## config.mk

```make
export PLATFORM = sky130hd
export DESIGN_NAME = stuffed_telemetry_frame_parser
export DESIGN_NICKNAME = d
export VERILOG_FILES = /design/src/stfp_pkg.sv /design/src/stfp_core.sv /design/src/stuffed_telemetry_frame_parser.sv
export SDC_FILE = /design/constraint.sdc
export NUM_CORES = 1
export LEC_CHECK = 0
export ABC_AREA = 1
export BUFFER_PORTS_ARGS = -buffer_cell sky130_fd_sc_hd__buf_2
export CAP_MARGIN = 15
export CORE_MARGIN = 4
export CORE_UTILIZATION = 40
export DETAILED_ROUTE_END_ITERATION = 8
export REMOVE_ABC_BUFFERS = 1
export SLEW_MARGIN = 10
export SYNTH_ARGS = -nofsm -noshare
export SYNTH_HDL_FRONTEND = slang
export SYNTH_SLANG_ARGS = --single-unit
```

## constraint.sdc

```tcl
create_clock -name clk -period 13.6 [get_ports clk]
set_input_delay 0.68 -clock clk [delete_from_list [all_inputs] [get_ports clk]]
set_output_delay 0.68 -clock clk [all_outputs]
set_load 0.005 [all_outputs]
```

## src/stfp_pkg.sv

```systemverilog
`timescale 1ns / 1ps
// Types, constants and helpers for the stuffed telemetry frame parser.
// Shared by the parser core and the top level; no dependencies.
package stfp_pkg;

    localparam int FRAME_BYTES = 9;
    localparam int STORE_DEPTH = FRAME_BYTES - 1;
    localparam int IDX_W = $clog2(STORE_DEPTH);
    localparam int CNT_W = $clog2(FRAME_BYTES);

    localparam logic [7:0] ESC_BYTE = 8'h7D;
    localparam logic [7:0] ESC_CODE_MARK = 8'h5E;
    localparam logic [7:0] ESC_CODE_ESC = 8'h5D;
    localparam logic [7:0] MARK_BYTE = 8'h7E;
    localparam logic [7:0] CSUM_BASE = 8'hFF;
    localparam logic [CNT_W-1:0] LAST_COUNT = CNT_W'(STORE_DEPTH);

    localparam int APB_ADDR_W = 3;
    localparam int APB_DATA_W = 32;
    localparam logic REG_IDX_START_MARKER = 1'b0;

    typedef enum logic [1:0] {
        PH_IDLE,
        PH_START,
        PH_DATA
    } phase_t;

    typedef struct packed {
        logic        valid;
        logic [7:0]  source_id;
        logic [7:0]  frame_seq;
        logic [15:0] data_id;
        logic [31:0] payload_value;
    } result_t;

    typedef struct packed {
        logic last_due;
    } core_status_t;

    function automatic logic [7:0] unstuff(input logic [7:0] b);
        logic [7:0] r;
        begin
            r = b;
            if (b == ESC_CODE_MARK)
            begin
                r = MARK_BYTE;
            end
            else if (b == ESC_CODE_ESC)
            begin
                r = ESC_BYTE;
            end
            return r;
        end
    endfunction

endpackage

```

## src/stfp_core.sv

```systemverilog
`timescale 1ns / 1ps
// Frame state machine, unstuffing, checksum and frame byte store.
// Depends on stfp_pkg.
module stfp_core
    import stfp_pkg::*;
(
    input  logic         clk,
    input  logic         rst_n,
    input  logic         beat,
    input  logic [7:0]   rx_byte,
    input  logic [7:0]   start_marker,
    output result_t      result,
    output core_status_t status
);

    phase_t           phase_reg, phase_next;
    logic             esc_reg, esc_next;
    logic [CNT_W-1:0] count_reg, count_next;
    logic [7:0]       sum_reg, sum_next;
    logic [7:0]       store_reg [STORE_DEPTH];

    logic       marker_hit;
    logic       esc_hit;
    logic [7:0] data_byte;
    logic [8:0] sum_wide;
    logic       take;
    logic       wr_en;
    logic       good;

    assign marker_hit = (rx_byte == start_marker);
    assign esc_hit    = (rx_byte == ESC_BYTE);
    assign data_byte  = esc_reg ? unstuff(rx_byte) : rx_byte;
    assign sum_wide   = {1'b0, sum_reg} + {1'b0, data_byte};
    assign take       = ((phase_reg == PH_START) && !marker_hit && !esc_hit)
                     || ((phase_reg == PH_DATA) && !(esc_hit && !esc_reg));

    always_comb
    begin
        phase_next = phase_reg;
        if (beat)
        begin
            case (phase_reg)
                PH_IDLE:
                begin
                    if (marker_hit)
                    begin
                        phase_next = PH_START;
                    end
                end
                PH_START, PH_DATA:
                begin
                    if (take)
                    begin
                        phase_next = (count_reg == LAST_COUNT) ? PH_IDLE : PH_DATA;
                    end
                end
                default:
                begin
                    phase_next = PH_IDLE;
                end
            endcase
        end
    end

    always_comb
    begin
        esc_next   = esc_reg;
        count_next = count_reg;
        sum_next   = sum_reg;
        wr_en      = 1'b0;
        good       = 1'b0;
        if (beat)
        begin
            case (phase_reg)
                PH_IDLE:
                begin
                    if (marker_hit)
                    begin
                        esc_next   = 1'b0;
                        count_next = '0;
                        sum_next   = '0;
                    end
                end
                PH_START:
                begin
                    if (marker_hit)
                    begin
                        count_next = '0;
                        sum_next   = '0;
                    end
                    else if (esc_hit)
                    begin
                        esc_next = 1'b1;
                    end
                end
                PH_DATA:
                begin
                    if (esc_hit && !esc_reg)
                    begin
                        esc_next = 1'b1;
                    end
                end
                default:
                begin
                    esc_next = 1'b0;
                end
            endcase
            if (take)
            begin
                esc_next = 1'b0;
                if (count_reg != LAST_COUNT)
                begin
                    sum_next   = sum_wide[7:0] + {7'd0, sum_wide[8]};
                    count_next = count_reg + 1'b1;
                    wr_en      = 1'b1;
                end
                else
                begin
                    count_next = '0;
                    good       = ((CSUM_BASE - sum_reg) == data_byte);
                end
            end
        end
    end

    always_ff @(posedge clk or negedge rst_n)
    begin
        if (!rst_n)
        begin
            phase_reg <= PH_IDLE;
            esc_reg   <= 1'b0;
            count_reg <= '0;
            sum_reg   <= '0;
        end
        else
        begin
            phase_reg <= phase_next;
            esc_reg   <= esc_next;
            count_reg <= count_next;
            sum_reg   <= sum_next;
        end
    end

    always_ff @(posedge clk)
    begin
        if (wr_en)
        begin
            store_reg[count_reg[IDX_W-1:0]] <= data_byte;
        end
    end

    assign result.valid         = good;
    assign result.source_id     = store_reg[0];
    assign result.frame_seq     = store_reg[1];
    assign result.data_id       = {store_reg[3], store_reg[2]};
    assign result.payload_value = {store_reg[7], store_reg[6], store_reg[5], store_reg[4]};

    assign status.last_due = (phase_reg == PH_DATA) && (count_reg == LAST_COUNT);

endmodule

```

## src/stuffed_telemetry_frame_parser.sv

```systemverilog
`timescale 1ns / 1ps
// Top level: stream ports, APB register and result register.
// Depends on stfp_pkg and stfp_core.

// Takes one received byte per cycle on the slave stream and emits one 64-bit
// beat per good frame on the master stream, in the cycle after the frame's
// checksum byte is taken. Byte rate is one beat per clock; the input stalls
// only while the checksum byte of a frame is due and the previous result
// still sits unread in the output register. Bad frames produce nothing. The
// start marker (reset 0x7E) sits at APB address 0 and should be changed only
// while the stream is idle.
module stuffed_telemetry_frame_parser
    import stfp_pkg::*;
(
    input  logic                  clk,
    input  logic                  rst_n,

    input  logic                  s_tvalid,
    output logic                  s_tready,
    input  logic [7:0]            s_tdata,   // [7:0] rx_byte

    output logic                  m_tvalid,
    input  logic                  m_tready,
    output logic [63:0]           m_tdata,   // [7:0] source_id, [15:8] frame_seq,
                                             // [31:16] data_id, [63:32] payload_value

    input  logic                  psel,
    input  logic                  penable,
    input  logic                  pwrite,
    input  logic [APB_ADDR_W-1:0] paddr,
    input  logic [APB_DATA_W-1:0] pwdata,
    output logic [APB_DATA_W-1:0] prdata,
    output logic                  pready
);

    logic [7:0]   marker_reg;
    logic         out_valid_reg, out_valid_next;
    logic [63:0]  out_data_reg;
    logic         beat;
    logic         reg_sel;
    result_t      result;
    core_status_t status;

    assign pready  = 1'b1;
    assign reg_sel = (paddr[APB_ADDR_W-1] == REG_IDX_START_MARKER);
    assign prdata  = reg_sel ? {{(APB_DATA_W-8){1'b0}}, marker_reg} : '0;

    always_ff @(posedge clk or negedge rst_n)
    begin
        if (!rst_n)
        begin
            marker_reg <= MARK_BYTE;
        end
        else if (psel && penable && pwrite && pready && reg_sel)
        begin
            marker_reg <= pwdata[7:0];
        end
    end

    // hold the input only when a result is due with the output still occupied
    assign s_tready = !(status.last_due && out_valid_reg && !m_tready);
    assign beat     = s_tvalid && s_tready;

    stfp_core u_core (
        .clk          (clk),
        .rst_n        (rst_n),
        .beat         (beat),
        .rx_byte      (s_tdata),
        .start_marker (marker_reg),
        .result       (result),
        .status       (status)
    );

    always_comb
    begin
        out_valid_next = out_valid_reg;
        if (result.valid)
        begin
            out_valid_next = 1'b1;
        end
        else if (m_tready)
        begin
            out_valid_next = 1'b0;
        end
    end

    always_ff @(posedge clk or negedge rst_n)
    begin
        if (!rst_n)
        begin
            out_valid_reg <= 1'b0;
        end
        else
        begin
            out_valid_reg <= out_valid_next;
        end
    end

    always_ff @(posedge clk)
    begin
        if (result.valid)
        begin
            out_data_reg <= {result.payload_value, result.data_id,
                             result.frame_seq, result.source_id};
        end
    end

    assign m_tvalid = out_valid_reg;
    assign m_tdata  = out_data_reg;

endmodule

```

==> results of run 1 <==
[power by group]
group | leakage (nW) | internal, mW | switching (mW)
clock | 0.281 | 0.290 | 0.182
combinational | 1.33 | 0.106 | 0.184
sequential | 1.43 | 0.553 | 0.0260
total | 3.05 | 0.949 | 0.392
[synth_stat cells, types with 6 or more instances]
cell      number
edfxtp_1     128
nand2_1       77
nor2_1        46
inv_1         39
nand3_1       26
buf_4         25
dfrtp_1       18
ha_1          18
a21oi_1       15
xnor2_1       10
clkbuf_1       9
dfstp_2        6
o21ai_1        6
[per-layer routing]
metal	vias up	share of wire	wire length (µm)
met5	-	0	0
met4	0	0.013	150
met2	126	0.46	5330
met3	16	0.063	735
met1	1704	0.46	5360
li1	1750	-	-
[cells by family (layout without fill, tap and decap cells)]
logic type | count (synthesis) | in the layout | synth area share
buffers and inverters | 77 | 173 | 0.0636
adder cells (fa/ha/maj) | 19 | 19 | 0.0400
AO/OA/AOI/OAI | 31 | 31 | 0.0287
flip-flops | 152 | 152 | 0.725
other | 2 | 25 | 0.00122
AND/OR/NAND/NOR | 171 | 171 | 0.124
XOR/XNOR | 12 | 12 | 0.0171
[path summary, 6_finish.rpt]
kind	from	to
max	s_tdata[1]	m_tdata[5]
min	rst_n	marker_reg[0]
max reg2reg	u_core.esc_reg	m_tdata[5]
min reg2reg	u_core.store_reg[2][7]	m_tdata[23]
max in group asynchronous	rst_n	u_core.count_reg[1]
min in group clk	u_core.store_reg[2][7]	m_tdata[23]
[per-stage QoR]
stage | std cells | hold slack (ps)
6_report | 771 | 258
5_1_grt | 771 | 292
4_1_cts | 770 | 269
3_5_place_dp | 739 | 405
3_3_place_gp | 739 | 400
2_1_floorplan | 452 | 384
[cell type report]
cell class                 instances  area, µm²
clock buffer                      18        429
clock inverter                    13        169
fill                            1315       7810
inverter                          42        158
multi-input combinational        258       1390
sequential                       152       4450
tap                              188        235
timing repair buffer             100        505
[critical path: cells and delay by family]
kind | cells | cell delay, ps
AO/OA/AOI/OAI | 1 | 130
AND/OR/NAND/NOR | 6 | 1540
buffers and inverters | 4 | 1290
adder cells (fa/ha/maj) | 1 | 160
==> impl_metrics.env, run 1 <==
export IMPL_grt_pass1_wl_um=18700
export IMPL_drive_gt1_frac=0.257
export IMPL_routed_wl_um=11600
export IMPL_finalSetupViolCount=0
export IMPL_pre_cts_slack_ps=9280
export IMPL_grt_use_met1=0.183
export IMPL_worst_pin_slew_ps=949
export IMPL_max_freq_mhz=262
export IMPL_num_rows=45
export IMPL_ant_nets=0
export IMPL_crit_type="in -> reg"
export IMPL_post_dp_cell_area_um2=6730
export IMPL_fin_util=0.484
export IMPL_via_count=3596
export IMPL_peakVddDrop_mv=0.102
export IMPL_met2_usage=0.214
export IMPL_layout_setup_ws_ps=9790
export IMPL_clk_latency_ps=410
export IMPL_die_h_um=132
export IMPL_rsz0062_at_grt="no"
export IMPL_overflow=0
export IMPL_gp_congestion=0.818
export IMPL_cp_end_kind="flip-flop"
export IMPL_synth_edff_count=128
export IMPL_slew_headroom=0.365
export IMPL_synth_area_um2=6140
export IMPL_start_util=0.405
export IMPL_seq_area_frac_synth=0.725
export IMPL_hold_path_class="in -> async"
export IMPL_crit_chain="buf_2 > inv_1 > nor3_1 > nor2_1 > o21bai_1 > buf_4 > ha_1 > nand2_1 > nor3_1 > nand4_1 > nor3_4 > buf_4"
export IMPL_post_cts_setup_buffers=0
export IMPL_cap_violations=0
export IMPL_cp_required_ps=13640
export IMPL_r2r_cells=9
export IMPL_layout_commonest_cell="edfxtp_1"
export IMPL_dp_hpwl_um=8010
export IMPL_synth_area_per_cell_um2=13.2
export IMPL_clkTransAtPathRegs_ps=60
export IMPL_synth_top_area_frac=0.626
export IMPL_dieArea_um2=17400
export IMPL_area_growth_pct=19.5
export IMPL_diodes=0
export IMPL_final_cell_mix="edfxtp_1 (128), buf_2 (98), nand2_1 (77)"
export IMPL_antenna_found_initial=0
export IMPL_fin_tns_setup_ps=0
export IMPL_powerDensity_nw_per_um2=183
export IMPL_final_area_um2=7340
export IMPL_ys_seq_elements=152
export IMPL_hold_viol=0
export IMPL_netlist_top_cell_by_area="edfxtp_1"
export IMPL_drcViolationCount=0
export IMPL_cp_start_kind="primary input"
export IMPL_fin_nets=640
export IMPL_cts_hold_buf=0
export IMPL_root_buffer="clkbuf_16"
export IMPL_cts_tree="built"
export IMPL_grt_use_total=0.137
export IMPL_p_leak_nw=3.05
export IMPL_synth_flop_cell="edfxtp_1"
export IMPL_fin_crit_ps=3810
export IMPL_ctsResizeCount=0
export IMPL_htreeDepth=4
export IMPL_drt_iter0_drc=184
export IMPL_first_pass_iters=4
export IMPL_grt_pass1_vias=3489
export IMPL_ys_top_cells_by_area="edfxtp_1 (63%), dfrtp_1 (7.3%), nand2_1 (4.7%)"
export IMPL_cp_max_fo=46
export IMPL_cts_buffers=17
export IMPL_viasPerCell=4.66
export IMPL_critPathSlowestCell="nor3_4"
export IMPL_cts_max_path_buffers=2
export IMPL_slew_viol_final=0
export IMPL_p_total_mw=1.34
export IMPL_grt_start_max_net_pins=47
export IMPL_syn_inst=464
export IMPL_async_flop_share=0.158
export IMPL_design_core_area_um2=15100
export IMPL_busiest_layer="met2"
export IMPL_worst_ep_arrival_time_ps=3850
export IMPL_critical_path_max_stage_delay_ps=810
export IMPL_portBuffers=97
export IMPL_ios=149
export IMPL_ys_types=35
export IMPL_cts_sinks=152
export IMPL_yosys_warnings=0
export IMPL_routedWlPerCell_um=15.0
export IMPL_r2r_setup_slack_ps=10210
export IMPL_die_x_um=132
export IMPL_finClkSkew_ps=10.3
export IMPL_period_share=0.280
export IMPL_grtUsageMet3=0.0450
export IMPL_outcome="complete, no violations"
(Power assumes the default switching activity.)
==> inputs of run 2 (changes only) <==
==> constraint.sdc (replaced) <==
create_clock -name clk -period 3.7 [get_ports clk]
set_input_delay 0.185 -clock clk [delete_from_list [all_inputs] [get_ports clk]]
set_output_delay 0.185 -clock clk [all_outputs]
set_load 0.005 [all_outputs]
==> impl_metrics.env, run 2 (synthesis results as in run 1) <==
export IMPL_finClkSkew_ps=12.8
export IMPL_die_x_um=132
export IMPL_reg2reg_from="u_core.esc_reg"
export IMPL_min_to="marker_reg[3]"
export IMPL_slew_headroom=0.482
export IMPL_fin_crit_ps=2870
export IMPL_period_share=0.776
export IMPL_p_seq_frac=0.440
export IMPL_portBuffers=97
export IMPL_drive_gt1_frac=0.269
export IMPL_cp_max_fo=10
export IMPL_cp_required_ps=4030
export IMPL_fillCellCount=1292
export IMPL_layout_commonest_cell="edfxtp_1"
export IMPL_cts_tree="built"
export IMPL_num_rows=45
export IMPL_dieArea_um2=17400
export IMPL_grt_pass1_vias=3527
export IMPL_drt_iter0_drc=224
export IMPL_fin_util=0.488
export IMPL_area_growth_pct=20.5
export IMPL_fin_tns_setup_ps=0
export IMPL_hold_path_class="in -> reg"
export IMPL_dp_hpwl_um=8580
export IMPL_grt_start_max_net_pins=41
export IMPL_cp_end_kind="flip-flop"
export IMPL_diodes=0
export IMPL_p_int_mw=3.37
export IMPL_finalSetupViolCount=0
export IMPL_grt_pass1_wl_um=18600
export IMPL_routedWlPerCell_um=15.0
export IMPL_clkTransAtPathRegs_ps=60
export IMPL_worst_ep_arrival_time_ps=3210
export IMPL_r2r_cells=17
export IMPL_cp_start_kind="flip-flop"
export IMPL_r2r_end="u_core.sum_reg[7]"
export IMPL_powerDensity_nw_per_um2=655
export IMPL_pre_cts_slack_ps=526
export IMPL_max_freq_mhz=348
export IMPL_drcViolationCount=0
export IMPL_peakVddDrop_mv=0.346
export IMPL_grt_use_total=0.137
export IMPL_crit_type="reg -> reg"
export IMPL_antenna_found_initial=0
export IMPL_clk_latency_ps=410
export IMPL_viasPerCell=4.61
export IMPL_p_leak_nw=3.08
export IMPL_via_count=3606
export IMPL_swShare=0.304
export IMPL_layout_setup_ws_ps=829
export IMPL_first_pass_iters=4
export IMPL_clkPwrFrac=0.336
export IMPL_cts_max_path_buffers=2
export IMPL_rsz0062_at_grt="no"
export IMPL_ctsResizeCount=0
export IMPL_start_util=0.405
export IMPL_hold_path_cell_count=3
export IMPL_outcome="complete, no violations"
export IMPL_r2r_setup_slack_ps=830
export IMPL_p_total_mw=4.84
export IMPL_design_core_area_um2=15100
export IMPL_cts_buffers=17
export IMPL_hp_start="pwdata[3]"
export IMPL_cts_sinks=152
export IMPL_fin_nets=651
export IMPL_hold_viol=0
export IMPL_overflow=0
export IMPL_p_sw_mw=1.47
export IMPL_routed_wl_um=11700
export IMPL_cts_hold_buf=3
export IMPL_worst_pin_slew_ps=774
export IMPL_gp_congestion=0.855
export IMPL_cap_violations=0
export IMPL_htreeDepth=4
export IMPL_post_cts_setup_buffers=0
export IMPL_ant_nets=0
export IMPL_final_cell_mix="edfxtp_1 (128), buf_2 (98), nand2_1 (77)"
export IMPL_combPwrFrac=0.224
export IMPL_die_h_um=132
export IMPL_slew_viol_final=0
export IMPL_root_buffer="clkbuf_16"
export IMPL_ios=149
==> run 2: changes by cell type in the layout (fill, tap and decap cells not counted), sizes merged <==
cell,previous run,this run
inv,46,48
buf,100,108
dlygate4sd3,0,3
bufinv,3,1
clkinvlp,3,4
==> run 2: layer usage <==
metal	wire (µm)	track usage	vias to the layer above
met3	626	0.0435	7
met5	0	0	-
met2	5540	0.219	128
met4	75	0.0315	0
li1	-	-	1778
met1	5480	0.184	1693
==> run 2: worst max-delay path: stages (launching register included) <==
cell and delay [ps]:
dfrtp_1 420, nand2_1 70, o21bai_1 150, buf_4 200
ha_1 280, a21oi_1 260, o21ai_0 140, a221o_1 340
ha_1 240, nand2_1 80, nor2_1 60, nand3_1 90
nor2_1 50, nand3_1 70, nand2_1 50, nand3_1 90
nand2_1 60, a21oi_1 120
==> run 2: worst max-delay path by stage <==
stage                                   start                     end  slack [ps]  depth (start not counted)
after global placement             s_tdata[1]       u_core.sum_reg[7]         540                         20
after detailed placement           s_tdata[1]       u_core.sum_reg[7]         530                         20
after CTS                 u_core.count_reg[1]  u_core.store_reg[6][4]         620                         11
after floorplan                u_core.esc_reg              m_tdata[0]        -690                          7
after global routing           u_core.esc_reg       u_core.sum_reg[7]         540                         17
final                          u_core.esc_reg       u_core.sum_reg[7]         830                         17
==> run 2: layout make-up <==
type,count,area [µm²],share of cell area
sequential,152,4450,0.602
clock buffer,18,429,0.0580
multi-input combinational,258,1390,0.188
timing repair buffer,111,596,0.0805
inverter,42,158,0.0213
tap,188,235,0.0318
clock inverter,14,138,0.0186
==> run 2: stage by stage <==
step           std cells  hold WS (ps)  area, µm²
6_report             783          11.3       7400
4_1_cts              782          2.34       7390
3_5_place_dp         747           217       6790
2_1_floorplan        452          -111       5990
5_1_grt              783          32.7       7400
3_3_place_gp         747           209       6790
==> run 2: power groups by stage <==
stage / sequential [mW] / combinational, mW / clock, mW
6_report: 2.13 / 1.08 / 1.63
5_1_grt: 2.15 / 1.25 / 1.73
4_1_cts: 2.13 / 1.09 / 1.65
3_5_place_dp: 2.17 / 1.08 / 0
3_3_place_gp: 2.16 / 1.06 / 0
2_1_floorplan: 2.13 / 0.832 / 0
==> inputs of run 3 (changes only) <==
==> constraint.sdc (replaced) <==
create_clock -name clk -period 2.63 [get_ports clk]
set_input_delay 0.1315 -clock clk [delete_from_list [all_inputs] [get_ports clk]]
set_output_delay 0.1315 -clock clk [all_outputs]
set_load 0.005 [all_outputs]
==> impl_metrics.env, run 3 (synthesis results as in run 1) <==
export IMPL_peakVddDrop_mv=0.566
export IMPL_fillCellCount=1265
export IMPL_cp_end_kind="flip-flop"
export IMPL_first_pass_iters=4
export IMPL_cts_max_path_buffers=2
export IMPL_p_sw_mw=2.17
export IMPL_p_leak_nw=3.23
export IMPL_diodes=0
export IMPL_p_int_mw=4.81
export IMPL_cp_max_fo=3
export IMPL_grt_start_max_net_pins=52
export IMPL_fin_util=0.510
export IMPL_clkPwrFrac=0.315
export IMPL_final_cell_mix="edfxtp_1 (128), buf_2 (97), nand2_1 (76)"
export IMPL_portBuffers=97
export IMPL_dp_cells=770
export IMPL_drive_gt1_frac=0.325
export IMPL_cts_tree="built"
export IMPL_slew_headroom=0.553
export IMPL_cp_start_kind="flip-flop"
export IMPL_layout_setup_ws_ps=125
export IMPL_slew_viol_final=0
export IMPL_grt_use_total=0.142
export IMPL_grt_pass1_wl_um=19100
export IMPL_htreeDepth=4
export IMPL_finClkSkew_ps=13.2
export IMPL_ios=149
export IMPL_drcViolationCount=0
export IMPL_post_dp_cell_area_um2=6980
export IMPL_combPwrFrac=0.255
export IMPL_critPathSlowestCell="dfrtp_1"
export IMPL_area_growth_pct=25.7
export IMPL_die_x_um=132
export IMPL_die_h_um=132
export IMPL_outcome="complete, no violations"
export IMPL_worst_ep_arrival_time_ps=2800
export IMPL_gp_congestion=0.865
export IMPL_viasPerCell=4.61
export IMPL_powerDensity_nw_per_um2=904
export IMPL_cts_sinks=152
export IMPL_ant_nets=0
export IMPL_worst_pin_slew_ps=669
export IMPL_fin_nets=684
export IMPL_antenna_found_initial=2
export IMPL_critical_path_max_stage_delay_ps=390
export IMPL_path_common_cell="nand2_1"
export IMPL_fin_crit_ps=2500
export IMPL_hold_path_class="in -> reg"
export IMPL_swShare=0.310
export IMPL_hold_viol=0
export IMPL_num_rows=45
export IMPL_start_util=0.405
export IMPL_cts_buffers=17
export IMPL_crit_type="reg -> reg"
export IMPL_dp_hpwl_um=8830
export IMPL_max_freq_mhz=399
export IMPL_cap_violations=0
export IMPL_pre_cts_slack_ps=-153
export IMPL_final_area_um2=7720
export IMPL_routedWlPerCell_um=14.9
export IMPL_clkTransAtPathRegs_ps=70
export IMPL_clk_latency_ps=410
export IMPL_p_seq_frac=0.431
export IMPL_overflow=0
export IMPL_hold_ws_ps=74.3
export IMPL_fin_cells=816
export IMPL_grt_pass1_vias=3576
export IMPL_root_buffer="clkbuf_16"
export IMPL_finalSetupViolCount=0
export IMPL_layout_commonest_cell="edfxtp_1"
export IMPL_cp_required_ps=2930
export IMPL_drt_iter0_drc=234
export IMPL_period_share=0.952
export IMPL_design_core_area_um2=15100
export IMPL_rsz0062_at_grt="yes"
export IMPL_routed_wl_um=12100
export IMPL_via_count=3765
export IMPL_crit_chain="nand2_1 > o21bai_1 > buf_4 > ha_4 > nand2_2 > nor3_2 > a221o_1 > ha_2 > nand2_1 > nor2_2 > nand3_1 > nor2_2 > nand3_1 > nand2_1 > nand3_1 > nand2_1 > a21oi_1"
export IMPL_dieArea_um2=17400
[run 3: worst max-delay path, delay by kind of cell, from the launching register on]
kind                     cells  cell delay [ps]
AO/OA/AOI/OAI                3              350
adder cells (fa/ha/maj)      2              470
buffers and inverters        1              170
flip-flops                   1              390
AND/OR/NAND/NOR             11             1000
[run 3: path summary, 6_finish.rpt]
kind                                         from                endpoint  slack [ps]  cells past startpoint
max                                u_core.esc_reg       u_core.sum_reg[7]         130                     17
min                                    s_tdata[0]  u_core.store_reg[0][0]          70                      2
max reg2reg                        u_core.esc_reg       u_core.sum_reg[7]         130                     17
min reg2reg                u_core.store_reg[3][6]             m_tdata[30]         420                      0
max in group asynchronous                   rst_n     u_core.count_reg[0]        2010                      2
min in group asynchronous                   rst_n           marker_reg[7]         240                      2
[run 3: repair_timing]
item                                   in CTS  in global routing
hold buffers                                9                  0
buffers inserted                            0                  5
resized for setup                           0                 18
setup endpoints to repair                   0                 77
endpoints found under the hold margin      26                  0
[run 3: final cells by class]
type / instances / area (µm²) / share of cell area
Clock buffer: 17 / 425 / 0.0551
Clock inverter: 15 / 119 / 0.0154
Tap cell: 188 / 235 / 0.0305
Multi-Input combinational cell: 258 / 1460 / 0.189
Inverter: 42 / 158 / 0.0204
Sequential cell: 152 / 4450 / 0.577
Timing Repair Buffer: 144 / 873 / 0.113
[run 3: power by group through the flow]
stage	registers, mW	logic, mW	clock network [mW]
floorplan	3.00	1.17	0
CTS	3.00	1.67	2.24
finish	3.00	1.78	2.20
detailed placement	3.05	1.65	0
global route	3.03	2.02	2.37
global placement	3.04	1.60	0
[run 3: metrics by stage]
step	power [mW]	TNS, ps
CTS	6.91	0
global route	7.41	-404
finish	6.97	0
global placement	4.63	-5040
detailed placement	4.70	-5920
floorplan	4.17	-114460
[run 3: layer usage]
metal	wire, µm	vias to the layer above	GRT usage
li1	-	1837	-
met1	5480	1779	0.188
met2	5770	133	0.228
met3	770	12	0.0443
met4	87	4	0.0368
met5	26	-	0
